<file path="src/rtl/mqtt_fixed_header_parser_macros.svh">
// assertion macros for the mqtt fixed header parser
// used by the modules that carry concurrent checks; no other dependencies
`ifndef MQTT_FIXED_HEADER_PARSER_MACROS_SVH
`define MQTT_FIXED_HEADER_PARSER_MACROS_SVH

// same-cycle implication, held off during reset
`define MFHP_ASSERT_IMPL(label, clock, reset, ante, cons) \
  label: assert property (@(posedge clock) disable iff (reset) (ante) |-> (cons)) \
    else $error("mfhp assertion failed");

// next-cycle implication, held off during reset
`define MFHP_ASSERT_NEXT(label, clock, reset, ante, cons) \
  label: assert property (@(posedge clock) disable iff (reset) (ante) |=> (cons)) \
    else $error("mfhp assertion failed");

`endif

</file>
<file path="src/rtl/mfhp_pkg.sv">
// shared types and constants for the mqtt fixed header parser
// no dependencies; imported by every module of the block
package mfhp_pkg;

  localparam int ByteW   = 8;
  localparam int AfterW  = 32;
  localparam int NibbleW = 4;
  localparam int LenW    = 28;
  localparam int GroupW  = 7;
  localparam int PosW    = 3;

  localparam logic [PosW-1:0] FirstPos   = 3'd0;
  localparam logic [PosW-1:0] LastLenPos = 3'd4;

  // packet types that carry flag bits
  localparam logic [NibbleW-1:0] TypePublish = 4'd3;
  localparam logic [NibbleW-1:0] TypePubrel  = 4'd6;
  localparam logic [NibbleW-1:0] TypeSub     = 4'd8;
  localparam logic [NibbleW-1:0] TypeUnsub   = 4'd10;

  typedef enum logic [2:0] {
    StOk       = 3'd0,
    StShort    = 3'd1,
    StMalformed = 3'd2,
    StTooLong  = 3'd3,
    StBadFlags = 3'd4
  } status_t;

  typedef struct packed {
    logic [ByteW-1:0]  data_byte;
    logic [AfterW-1:0] bytes_after;
  } in_word_t;

  typedef struct packed {
    logic [NibbleW-1:0] msg_type;
    logic [NibbleW-1:0] type_flags;
    logic [LenW-1:0]    rest_length;
    status_t            status;
  } result_t;

endpackage

</file>
<file path="src/rtl/mfhp_in_reg.sv">
// input register stage of the mqtt fixed header parser
// depends on mfhp_pkg
module mfhp_in_reg (
  input  logic              clk,
  input  logic              rst,
  input  logic              in_valid,
  output logic              in_stall,
  input  mfhp_pkg::in_word_t in_word,
  input  logic              take,
  output logic              q_valid,
  output mfhp_pkg::in_word_t q_word
);
  import mfhp_pkg::*;

  // held word must wait while the decode stage cannot finish it
  assign in_stall = q_valid && !take;

  always_ff @(posedge clk) begin
    if (rst) begin
      q_valid <= 1'b0;
    end else if (!in_stall) begin
      q_valid <= in_valid;
    end
  end

  always_ff @(posedge clk) begin
    if (in_valid && !in_stall) begin
      q_word <= in_word;
    end
  end

endmodule

</file>
<file path="src/rtl/mfhp_decode.sv">
// header state and per-byte decode of the mqtt fixed header parser
// depends on mfhp_pkg and the assertion macro header
`include "mqtt_fixed_header_parser_macros.svh"

module mfhp_decode (
  input  logic               clk,
  input  logic               rst,
  input  mfhp_pkg::in_word_t word,
  input  logic               fire,
  output logic               emit,
  output mfhp_pkg::result_t  result
);
  import mfhp_pkg::*;

  logic [PosW-1:0]    byte_position, byte_position_next;
  logic [NibbleW-1:0] held_type, held_type_next;
  logic [NibbleW-1:0] held_flags, held_flags_next;
  logic [LenW-1:0]    length_accumulator, length_accumulator_next;

  logic [GroupW-1:0]  group;
  logic               cont;
  logic               first;
  logic               buf_end;
  logic [LenW-1:0]    placed;
  logic               flags_ok;
  status_t            status_sel;

  assign group   = word.data_byte[GroupW-1:0];
  assign cont    = word.data_byte[ByteW-1];
  assign buf_end = (word.bytes_after == '0);
  assign first   = (byte_position == FirstPos) || (byte_position > LastLenPos);

  // place the seven-bit group, low group first
  always_comb begin
    case (byte_position)
      3'd1:    placed = {21'd0, group};
      3'd2:    placed = {14'd0, group, 7'd0};
      3'd3:    placed = {7'd0, group, 14'd0};
      3'd4:    placed = {group, 21'd0};
      default: placed = '0;
    endcase
  end

  assign flags_ok = (held_flags == '0) || (held_type == TypePublish) ||
                    (held_type == TypePubrel) || (held_type == TypeSub) ||
                    (held_type == TypeUnsub);

  always_comb begin
    byte_position_next      = byte_position;
    held_type_next          = held_type;
    held_flags_next         = held_flags;
    length_accumulator_next = length_accumulator;
    emit                    = 1'b0;
    status_sel              = StOk;
    if (first) begin
      held_type_next          = word.data_byte[ByteW-1:NibbleW];
      held_flags_next         = word.data_byte[NibbleW-1:0];
      length_accumulator_next = '0;
      if (buf_end) begin
        emit                = 1'b1;
        status_sel          = StShort;
        byte_position_next  = FirstPos;
      end else begin
        byte_position_next  = 3'd1;
      end
    end else begin
      length_accumulator_next = length_accumulator | placed;
      if (!cont) begin
        emit               = 1'b1;
        byte_position_next = FirstPos;
        if (word.bytes_after < {4'd0, length_accumulator_next}) begin
          status_sel = StTooLong;
        end else if (!flags_ok) begin
          status_sel = StBadFlags;
        end else begin
          status_sel = StOk;
        end
      end else if (byte_position == LastLenPos) begin
        emit               = 1'b1;
        status_sel         = StMalformed;
        byte_position_next = FirstPos;
      end else if (buf_end) begin
        emit               = 1'b1;
        status_sel         = StShort;
        byte_position_next = FirstPos;
      end else begin
        byte_position_next = byte_position + 3'd1;
      end
    end
  end

  always_comb begin
    result.msg_type    = held_type_next;
    result.type_flags  = held_flags_next;
    result.rest_length = length_accumulator_next;
    result.status      = status_sel;
  end

  always_ff @(posedge clk) begin
    if (rst) begin
      byte_position      <= FirstPos;
      held_type          <= '0;
      held_flags         <= '0;
      length_accumulator <= '0;
    end else if (fire) begin
      byte_position      <= byte_position_next;
      held_type          <= held_type_next;
      held_flags         <= held_flags_next;
      length_accumulator <= length_accumulator_next;
    end
  end

  `MFHP_ASSERT_IMPL(a_pos_range, clk, rst, 1'b1, byte_position <= LastLenPos)
  `MFHP_ASSERT_NEXT(a_emit_restarts, clk, rst, fire && emit, byte_position == FirstPos)
  `MFHP_ASSERT_IMPL(a_malformed_last, clk, rst, emit && (status_sel == StMalformed),
                    byte_position == LastLenPos)
  `MFHP_ASSERT_NEXT(a_first_clears_len, clk, rst, fire && first,
                    length_accumulator == '0)

endmodule

</file>
<file path="src/rtl/mfhp_out_reg.sv">
// result register of the mqtt fixed header parser
// depends on mfhp_pkg
module mfhp_out_reg (
  input  logic              clk,
  input  logic              rst,
  input  logic              load,
  input  mfhp_pkg::result_t d,
  output logic              out_valid,
  input  logic              out_stall,
  output logic              free,
  output mfhp_pkg::result_t q
);
  import mfhp_pkg::*;

  // a new word may enter when the register is empty or being drained
  assign free = !out_valid || !out_stall;

  always_ff @(posedge clk) begin
    if (rst) begin
      out_valid <= 1'b0;
    end else if (load) begin
      out_valid <= 1'b1;
    end else if (!out_stall) begin
      out_valid <= 1'b0;
    end
  end

  always_ff @(posedge clk) begin
    if (load) begin
      q <= d;
    end
  end

endmodule

</file>
<file path="src/rtl/mqtt_fixed_header_parser.sv">
// top level of the mqtt fixed header parser
// depends on mfhp_pkg, mfhp_in_reg, mfhp_decode, mfhp_out_reg and the macro header
//
// channel | handshake            | word
// in      | in_valid, in_stall   | data_byte, bytes_after
// out     | out_valid, out_stall | msg_type, type_flags, rest_length, status
//
// one byte accepted per cycle while in_stall is low; the byte that ends a header passes
// the input register and decode step; its result then waits in the result register
// the rate is set by the single decode step between input and result registers
// reset returns to the first byte of a header and empties both registers
// a stalled result holds; bytes that end no header still pass while it waits
`include "mqtt_fixed_header_parser_macros.svh"

module mqtt_fixed_header_parser (
  input  logic        clk,
  input  logic        rst,
  input  logic        in_valid,
  output logic        in_stall,
  input  logic [7:0]  data_byte,
  input  logic [31:0] bytes_after,
  output logic        out_valid,
  input  logic        out_stall,
  output logic [3:0]  msg_type,
  output logic [3:0]  type_flags,
  output logic [27:0] rest_length,
  output logic [2:0]  status
);
  import mfhp_pkg::*;

  in_word_t in_word, q_word;
  result_t  dec_result, out_result;
  logic     q_valid, emit, free, take, load;

  assign in_word.data_byte   = data_byte;
  assign in_word.bytes_after = bytes_after;

  // a held byte finishes when it makes no result or the result slot is free
  assign take = q_valid && (!emit || free);
  assign load = take && emit;

  mfhp_in_reg u_in (
    .clk      (clk),
    .rst      (rst),
    .in_valid (in_valid),
    .in_stall (in_stall),
    .in_word  (in_word),
    .take     (take),
    .q_valid  (q_valid),
    .q_word   (q_word)
  );

  mfhp_decode u_dec (
    .clk    (clk),
    .rst    (rst),
    .word   (q_word),
    .fire   (take),
    .emit   (emit),
    .result (dec_result)
  );

  mfhp_out_reg u_out (
    .clk       (clk),
    .rst       (rst),
    .load      (load),
    .d         (dec_result),
    .out_valid (out_valid),
    .out_stall (out_stall),
    .free      (free),
    .q         (out_result)
  );

  assign msg_type    = out_result.msg_type;
  assign type_flags  = out_result.type_flags;
  assign rest_length = out_result.rest_length;
  assign status      = out_result.status;

  `MFHP_ASSERT_IMPL(a_load_has_room, clk, rst, load, !out_valid || !out_stall)
  `MFHP_ASSERT_NEXT(a_load_shows, clk, rst, load, out_valid)
  `MFHP_ASSERT_IMPL(a_take_needs_word, clk, rst, take, q_valid)

endmodule

</file>
<file path="config.mk">
export PLATFORM = sky130hd
export DESIGN_NAME = mqtt_fixed_header_parser
export DESIGN_NICKNAME = d
export VERILOG_FILES = /design/src/rtl/mfhp_pkg.sv /design/src/rtl/mfhp_in_reg.sv /design/src/rtl/mfhp_decode.sv /design/src/rtl/mfhp_out_reg.sv /design/src/rtl/mqtt_fixed_header_parser.sv
export VERILOG_INCLUDE_DIRS = /design/src /design/src/rtl
export SDC_FILE = /design/constraint.sdc
export NUM_CORES = 1
export LEC_CHECK = 0
export ABC_AREA = 0
export BUFFER_PORTS_ARGS = -buffer_cell sky130_fd_sc_hd__buf_2
export CELL_PAD_IN_SITES_DETAIL_PLACEMENT = 0
export CELL_PAD_IN_SITES_GLOBAL_PLACEMENT = 2
export CORE_UTILIZATION = 42
export CTS_BUF_LIST = sky130_fd_sc_hd__clkbuf_8
export DETAILED_ROUTE_END_ITERATION = 8
export PLACE_DENSITY = 0.87
export SYNTH_ARGS = -nofsm -noshare
export SYNTH_HDL_FRONTEND = slang
export SYNTH_SLANG_ARGS = --single-unit
export TNS_END_PERCENT = 100
</file>
<file path="constraint.sdc">
create_clock -name clk -period 5.94 [get_ports clk]
set_clock_uncertainty 0.2 [all_clocks]
set_input_delay 1.188 -clock clk [delete_from_list [all_inputs] [get_ports clk]]
set_output_delay 1.188 -clock clk [all_outputs]
set_load 0.05 [all_outputs]
</file>
==> impl_metrics.prom <==
# TYPE chip_impl_metric gauge
chip_impl_metric{name="hpwl",unit="um"} 8265
chip_impl_metric{name="irDropWorstVdd",unit="uV"} 141.7
chip_impl_metric{name="postSynthAreaPerCell",unit="sq um"} 12.05
chip_impl_metric{name="h-tree-depth",unit=""} 4
chip_impl_metric{name="synth_nets",unit=""} 531
chip_impl_metric{name="placed_area",unit="sq mm"} 0.006035
chip_impl_metric{name="antenna_cells",unit=""} 0
chip_impl_metric{name="drv_cap",unit=""} 0
chip_impl_metric{name="vertical_die_dimension",unit="um"} 116.2
chip_impl_metric{name="global_route.overflow_total",unit=""} 0
chip_impl_metric{name="grt_usage",unit=""} 0.1948
chip_impl_metric{name="grt_pass1_vias",unit=""} 3634
chip_impl_metric{name="worst_ep_arrival_time",unit="ps"} 2710
chip_impl_metric{name="p_per_area",unit="mW/mm^2"} 290.4
chip_impl_info{name="most_repeated_cell_in_the_gate_level_netlist_after_synthesis",value="sky130_fd_sc_hd__edfxtp_1"} 1
chip_impl_info{name="tritoncts",value="done"} 1
chip_impl_metric{name="achievable-frequency",unit="GHz"} 0.2443
chip_impl_metric{name="totalNegativeSetupSlack",unit="ps"} 0
chip_impl_metric{name="clock-sinks",unit=""} 120
chip_impl_metric{name="io_buffers",unit=""} 84
chip_impl_metric{name="antenna_left",unit=""} 0
chip_impl_info{name="timing.critical_path.slowest_stage_cell",value="sky130_fd_sc_hd__nor4_1"} 1
chip_impl_metric{name="grt_antenna_before_repair",unit=""} 0
chip_impl_info{name="synth_top_area_cell",value="sky130_fd_sc_hd__edfxtp_1"} 1
chip_impl_metric{name="ys_warn_count",unit=""} 0
chip_impl_metric{name="post_synth_instance_area",unit="sq mm"} 0.005473
chip_impl_info{name="timing_worst_setup_path_type",value="reg -> out"} 1
chip_impl_metric{name="worst_slew_margin_rel",unit=""} 0.1633
chip_impl_metric{name="fin_crit_sh",unit=""} 0.6892
chip_impl_info{name="run_status",value="finished clean"} 1
chip_impl_metric{name="grt_pass1_wl",unit="um"} 18980
chip_impl_metric{name="drv_slew",unit=""} 0
chip_impl_metric{name="cts_hold_repair.buffers",unit=""} 0
chip_impl_metric{name="synth.lib_cells_used.distinct",unit=""} 46
chip_impl_metric{name="synth_top_area_frac",unit=""} 0.4335
chip_impl_info{name="worstPathCellList",value="nor4_1 > nand4_1 > o21a_1 > or3_1 > inv_1 > buf_2"} 1
chip_impl_metric{name="path_clk_slew",unit="ps"} 70
chip_impl_metric{name="grt_start_max_net_pins",unit=""} 77
chip_impl_metric{name="post_cts_resize_count",unit=""} 0
chip_impl_metric{name="wire_per_inst",unit="um"} 17.16
chip_impl_metric{name="clock_latency",unit="ps"} 440
chip_impl_metric{name="core_region_area",unit="sq mm"} 0.01267
chip_impl_metric{name="cts_inserted_buffers",unit=""} 17
chip_impl_metric{name="via_count",unit=""} 3799
chip_impl_metric{name="measured_slew_at_the_worst_slew_check_pin",unit="ps"} 1252
chip_impl_metric{name="first_iter_violations",unit=""} 193
chip_impl_info{name="ctsRootBufferMaster",value="sky130_fd_sc_hd__clkbuf_8"} 1
chip_impl_metric{name="initial_utilization",unit=""} 0.4319
chip_impl_metric{name="cp_data_required_time",unit="ps"} 4550
chip_impl_metric{name="finalWirelength",unit="um"} 12390
chip_impl_info{name="setup_repair_after_global_routing_missed_its_margin",value="false"} 1
chip_impl_metric{name="preCtsSetupSlack",unit="ps"} 2320
chip_impl_metric{name="post_cts_setup_inserts",unit=""} 0
chip_impl_metric{name="fin_area",unit="sq mm"} 0.006476
chip_impl_metric{name="hold_viol",unit=""} 0
chip_impl_info{name="netlist_top_cells_count",value="79 x sky130_fd_sc_hd__edfxtp_1, 41 x sky130_fd_sc_hd__dfxtp_1, 38 x sky130_fd_sc_hd__a21oi_1"} 1
chip_impl_metric{name="timing.final.crit_period",unit="ps"} 4094
chip_impl_metric{name="post_synth_edffs",unit=""} 79
chip_impl_metric{name="crit_path_max_incr_delay",unit="ps"} 440
chip_impl_metric{name="final_count_of_negative_setup_slack_endpoints",unit=""} 0
chip_impl_metric{name="synth-async-reset-ratio",unit=""} 0
chip_impl_metric{name="routabilityCongestion",unit=""} 0.8540
chip_impl_metric{name="dieArea",unit="sq mm"} 0.01349
chip_impl_info{name="hp-class",value="reg -> reg"} 1
chip_impl_metric{name="synth_seq_area_share",unit=""} 0.5834
chip_impl_metric{name="chipWidth",unit="um"} 116.2
chip_impl_info{name="critical_path.startpoint_type",value="register"} 1
chip_impl_metric{name="layout_cells_sized_above_1",unit=""} 0.2818
chip_impl_metric{name="synth.ff_latch_count",unit=""} 120
chip_impl_metric{name="areaGrowthSynthToFinish",unit="%"} 18.34
chip_impl_metric{name="cts.path.max_buffers",unit=""} 2
chip_impl_metric{name="drt-pass1-iter-count",unit=""} 4
chip_impl_metric{name="post-route-util",unit=""} 0.5111
chip_impl_metric{name="rows",unit=""} 41
chip_impl_metric{name="routed_via_density",unit=""} 5.262
chip_impl_info{name="end_kind",value="primary output"} 1
chip_impl_info{name="synth-main-ff-cell",value="sky130_fd_sc_hd__edfxtp_1"} 1
chip_impl_metric{name="final.setup.worst_slack",unit="ps"} 1846
chip_impl_metric{name="post_synth_inst_count",unit=""} 454
chip_impl_metric{name="critical_path_peak_fanout",unit=""} 4
chip_impl_info{name="synthTopCellsByArea",value="sky130_fd_sc_hd__edfxtp_1 43%, sky130_fd_sc_hd__dfxtp_1 15%, sky130_fd_sc_hd__ha_1 7.5%"} 1
chip_impl_metric{name="route.detailed.drc",unit=""} 0
chip_impl_metric{name="fin_nets",unit=""} 614
chip_impl_metric{name="total_power",unit="uW"} 1880
chip_impl_metric{name="power.static_leakage",unit="uW"} 0.002361
chip_impl_metric{name="io_pins",unit=""} 85
## layer usage
metal | up-vias | GRT usage | routed length (um)
met5 | - | 0 | 0
met4 | 0 | 0.09402 | 282
met3 | 25 | 0.04722 | 506
met2 | 85 | 0.3095 | 5898
met1 | 1826 | 0.2505 | 5702
li1 | 1863 | - | -
## worst max-delay path, delay by kind of cell (launching register included)
kind                   cells  cell delay, ps
DFF                        1             430
and+or+nand+nor            3            1170
AOI/OAI and AO/OA          1             340
buffers and inverters      2             320
## final timing paths
path         slack (ps)                                to                                start  depth (start not counted)
max                1850                          in_stall             u_in.q_word[0]$_DFFE_PP_                          6
min                 290  u_dec.held_flags[1]$_SDFFE_PP0P_     u_dec.held_flags[1]$_SDFFE_PP0P_                          2
max reg2reg        2340             u_out.q[27]$_DFFE_PP_  u_dec.byte_position[0]$_SDFFE_PP0P_                          9
min reg2reg         290  u_dec.held_flags[1]$_SDFFE_PP0P_     u_dec.held_flags[1]$_SDFFE_PP0P_                          2
## cell type report
class                           count  area, sq um
Clock inverter                     15        207.7
Multi-Input combinational cell    294         2116
Tap cell                          172        215.2
Clock buffer                       17        234.0
Inverter                           16        60.06
Sequential cell                   120         3193
Timing Repair Buffer               88        450.4
Fill cell                        1134         6195
## report_power, final
group | total, uW | internal [uW] | switching [uW]
clock | 818 | 492 | 326
sequential | 935 | 914 | 20.9
combinational | 128 | 42.5 | 85.2
total | 1880 | 1450 | 432
## stage by stage
stage,std cells,hold WS [ps]
after floorplan,454,249.1
after global placement,690,267.0
after detailed placement,690,277.6
after CTS,722,289.4
after global routing,722,311.3
final,722,286.0
## registers in the layout (all words and copies together), names as in the netlist
name	count
u_in.q_word	40
u_out.q	39
u_dec.length_accumulator	28
u_dec.held_flags	4
u_dec.held_type	4
u_dec.byte_position	3
u_in.q_valid	1
u_out.out_valid	1
## cell families after synthesis
| kind of cell | Yosys count | synth area share |
|---|---|---|
| DFF | 120 | 0.5834 |
| and+or+nand+nor | 145 | 0.1401 |
| muxes | 31 | 0.07019 |
| buffers and inverters | 40 | 0.03338 |
| AOI/OAI and AO/OA | 85 | 0.09739 |
| adders and majority gates | 33 | 0.07545 |
## cell usage in the layout, fill, tap and decap left out, types with 10 or more instances in the layout
cell                       synthesis  routed
sky130_fd_sc_hd__buf_2             1      84
sky130_fd_sc_hd__edfxtp_1         79      79
sky130_fd_sc_hd__dfxtp_1          41      41
sky130_fd_sc_hd__a21oi_1          38      38
sky130_fd_sc_hd__nor2_1           36      35
sky130_fd_sc_hd__nor2b_1          33      33
sky130_fd_sc_hd__ha_1             33      32
sky130_fd_sc_hd__nor3_1           29      29
sky130_fd_sc_hd__mux2_2           19      19
sky130_fd_sc_hd__nand2_1          17      17
sky130_fd_sc_hd__clkbuf_8          0      17
sky130_fd_sc_hd__inv_1            15      15
sky130_fd_sc_hd__o21ai_0          12      12
sky130_fd_sc_hd__nor4_1           10      10
sky130_fd_sc_hd__mux2_4           10      10
Power figures use the tool's default switching activity.
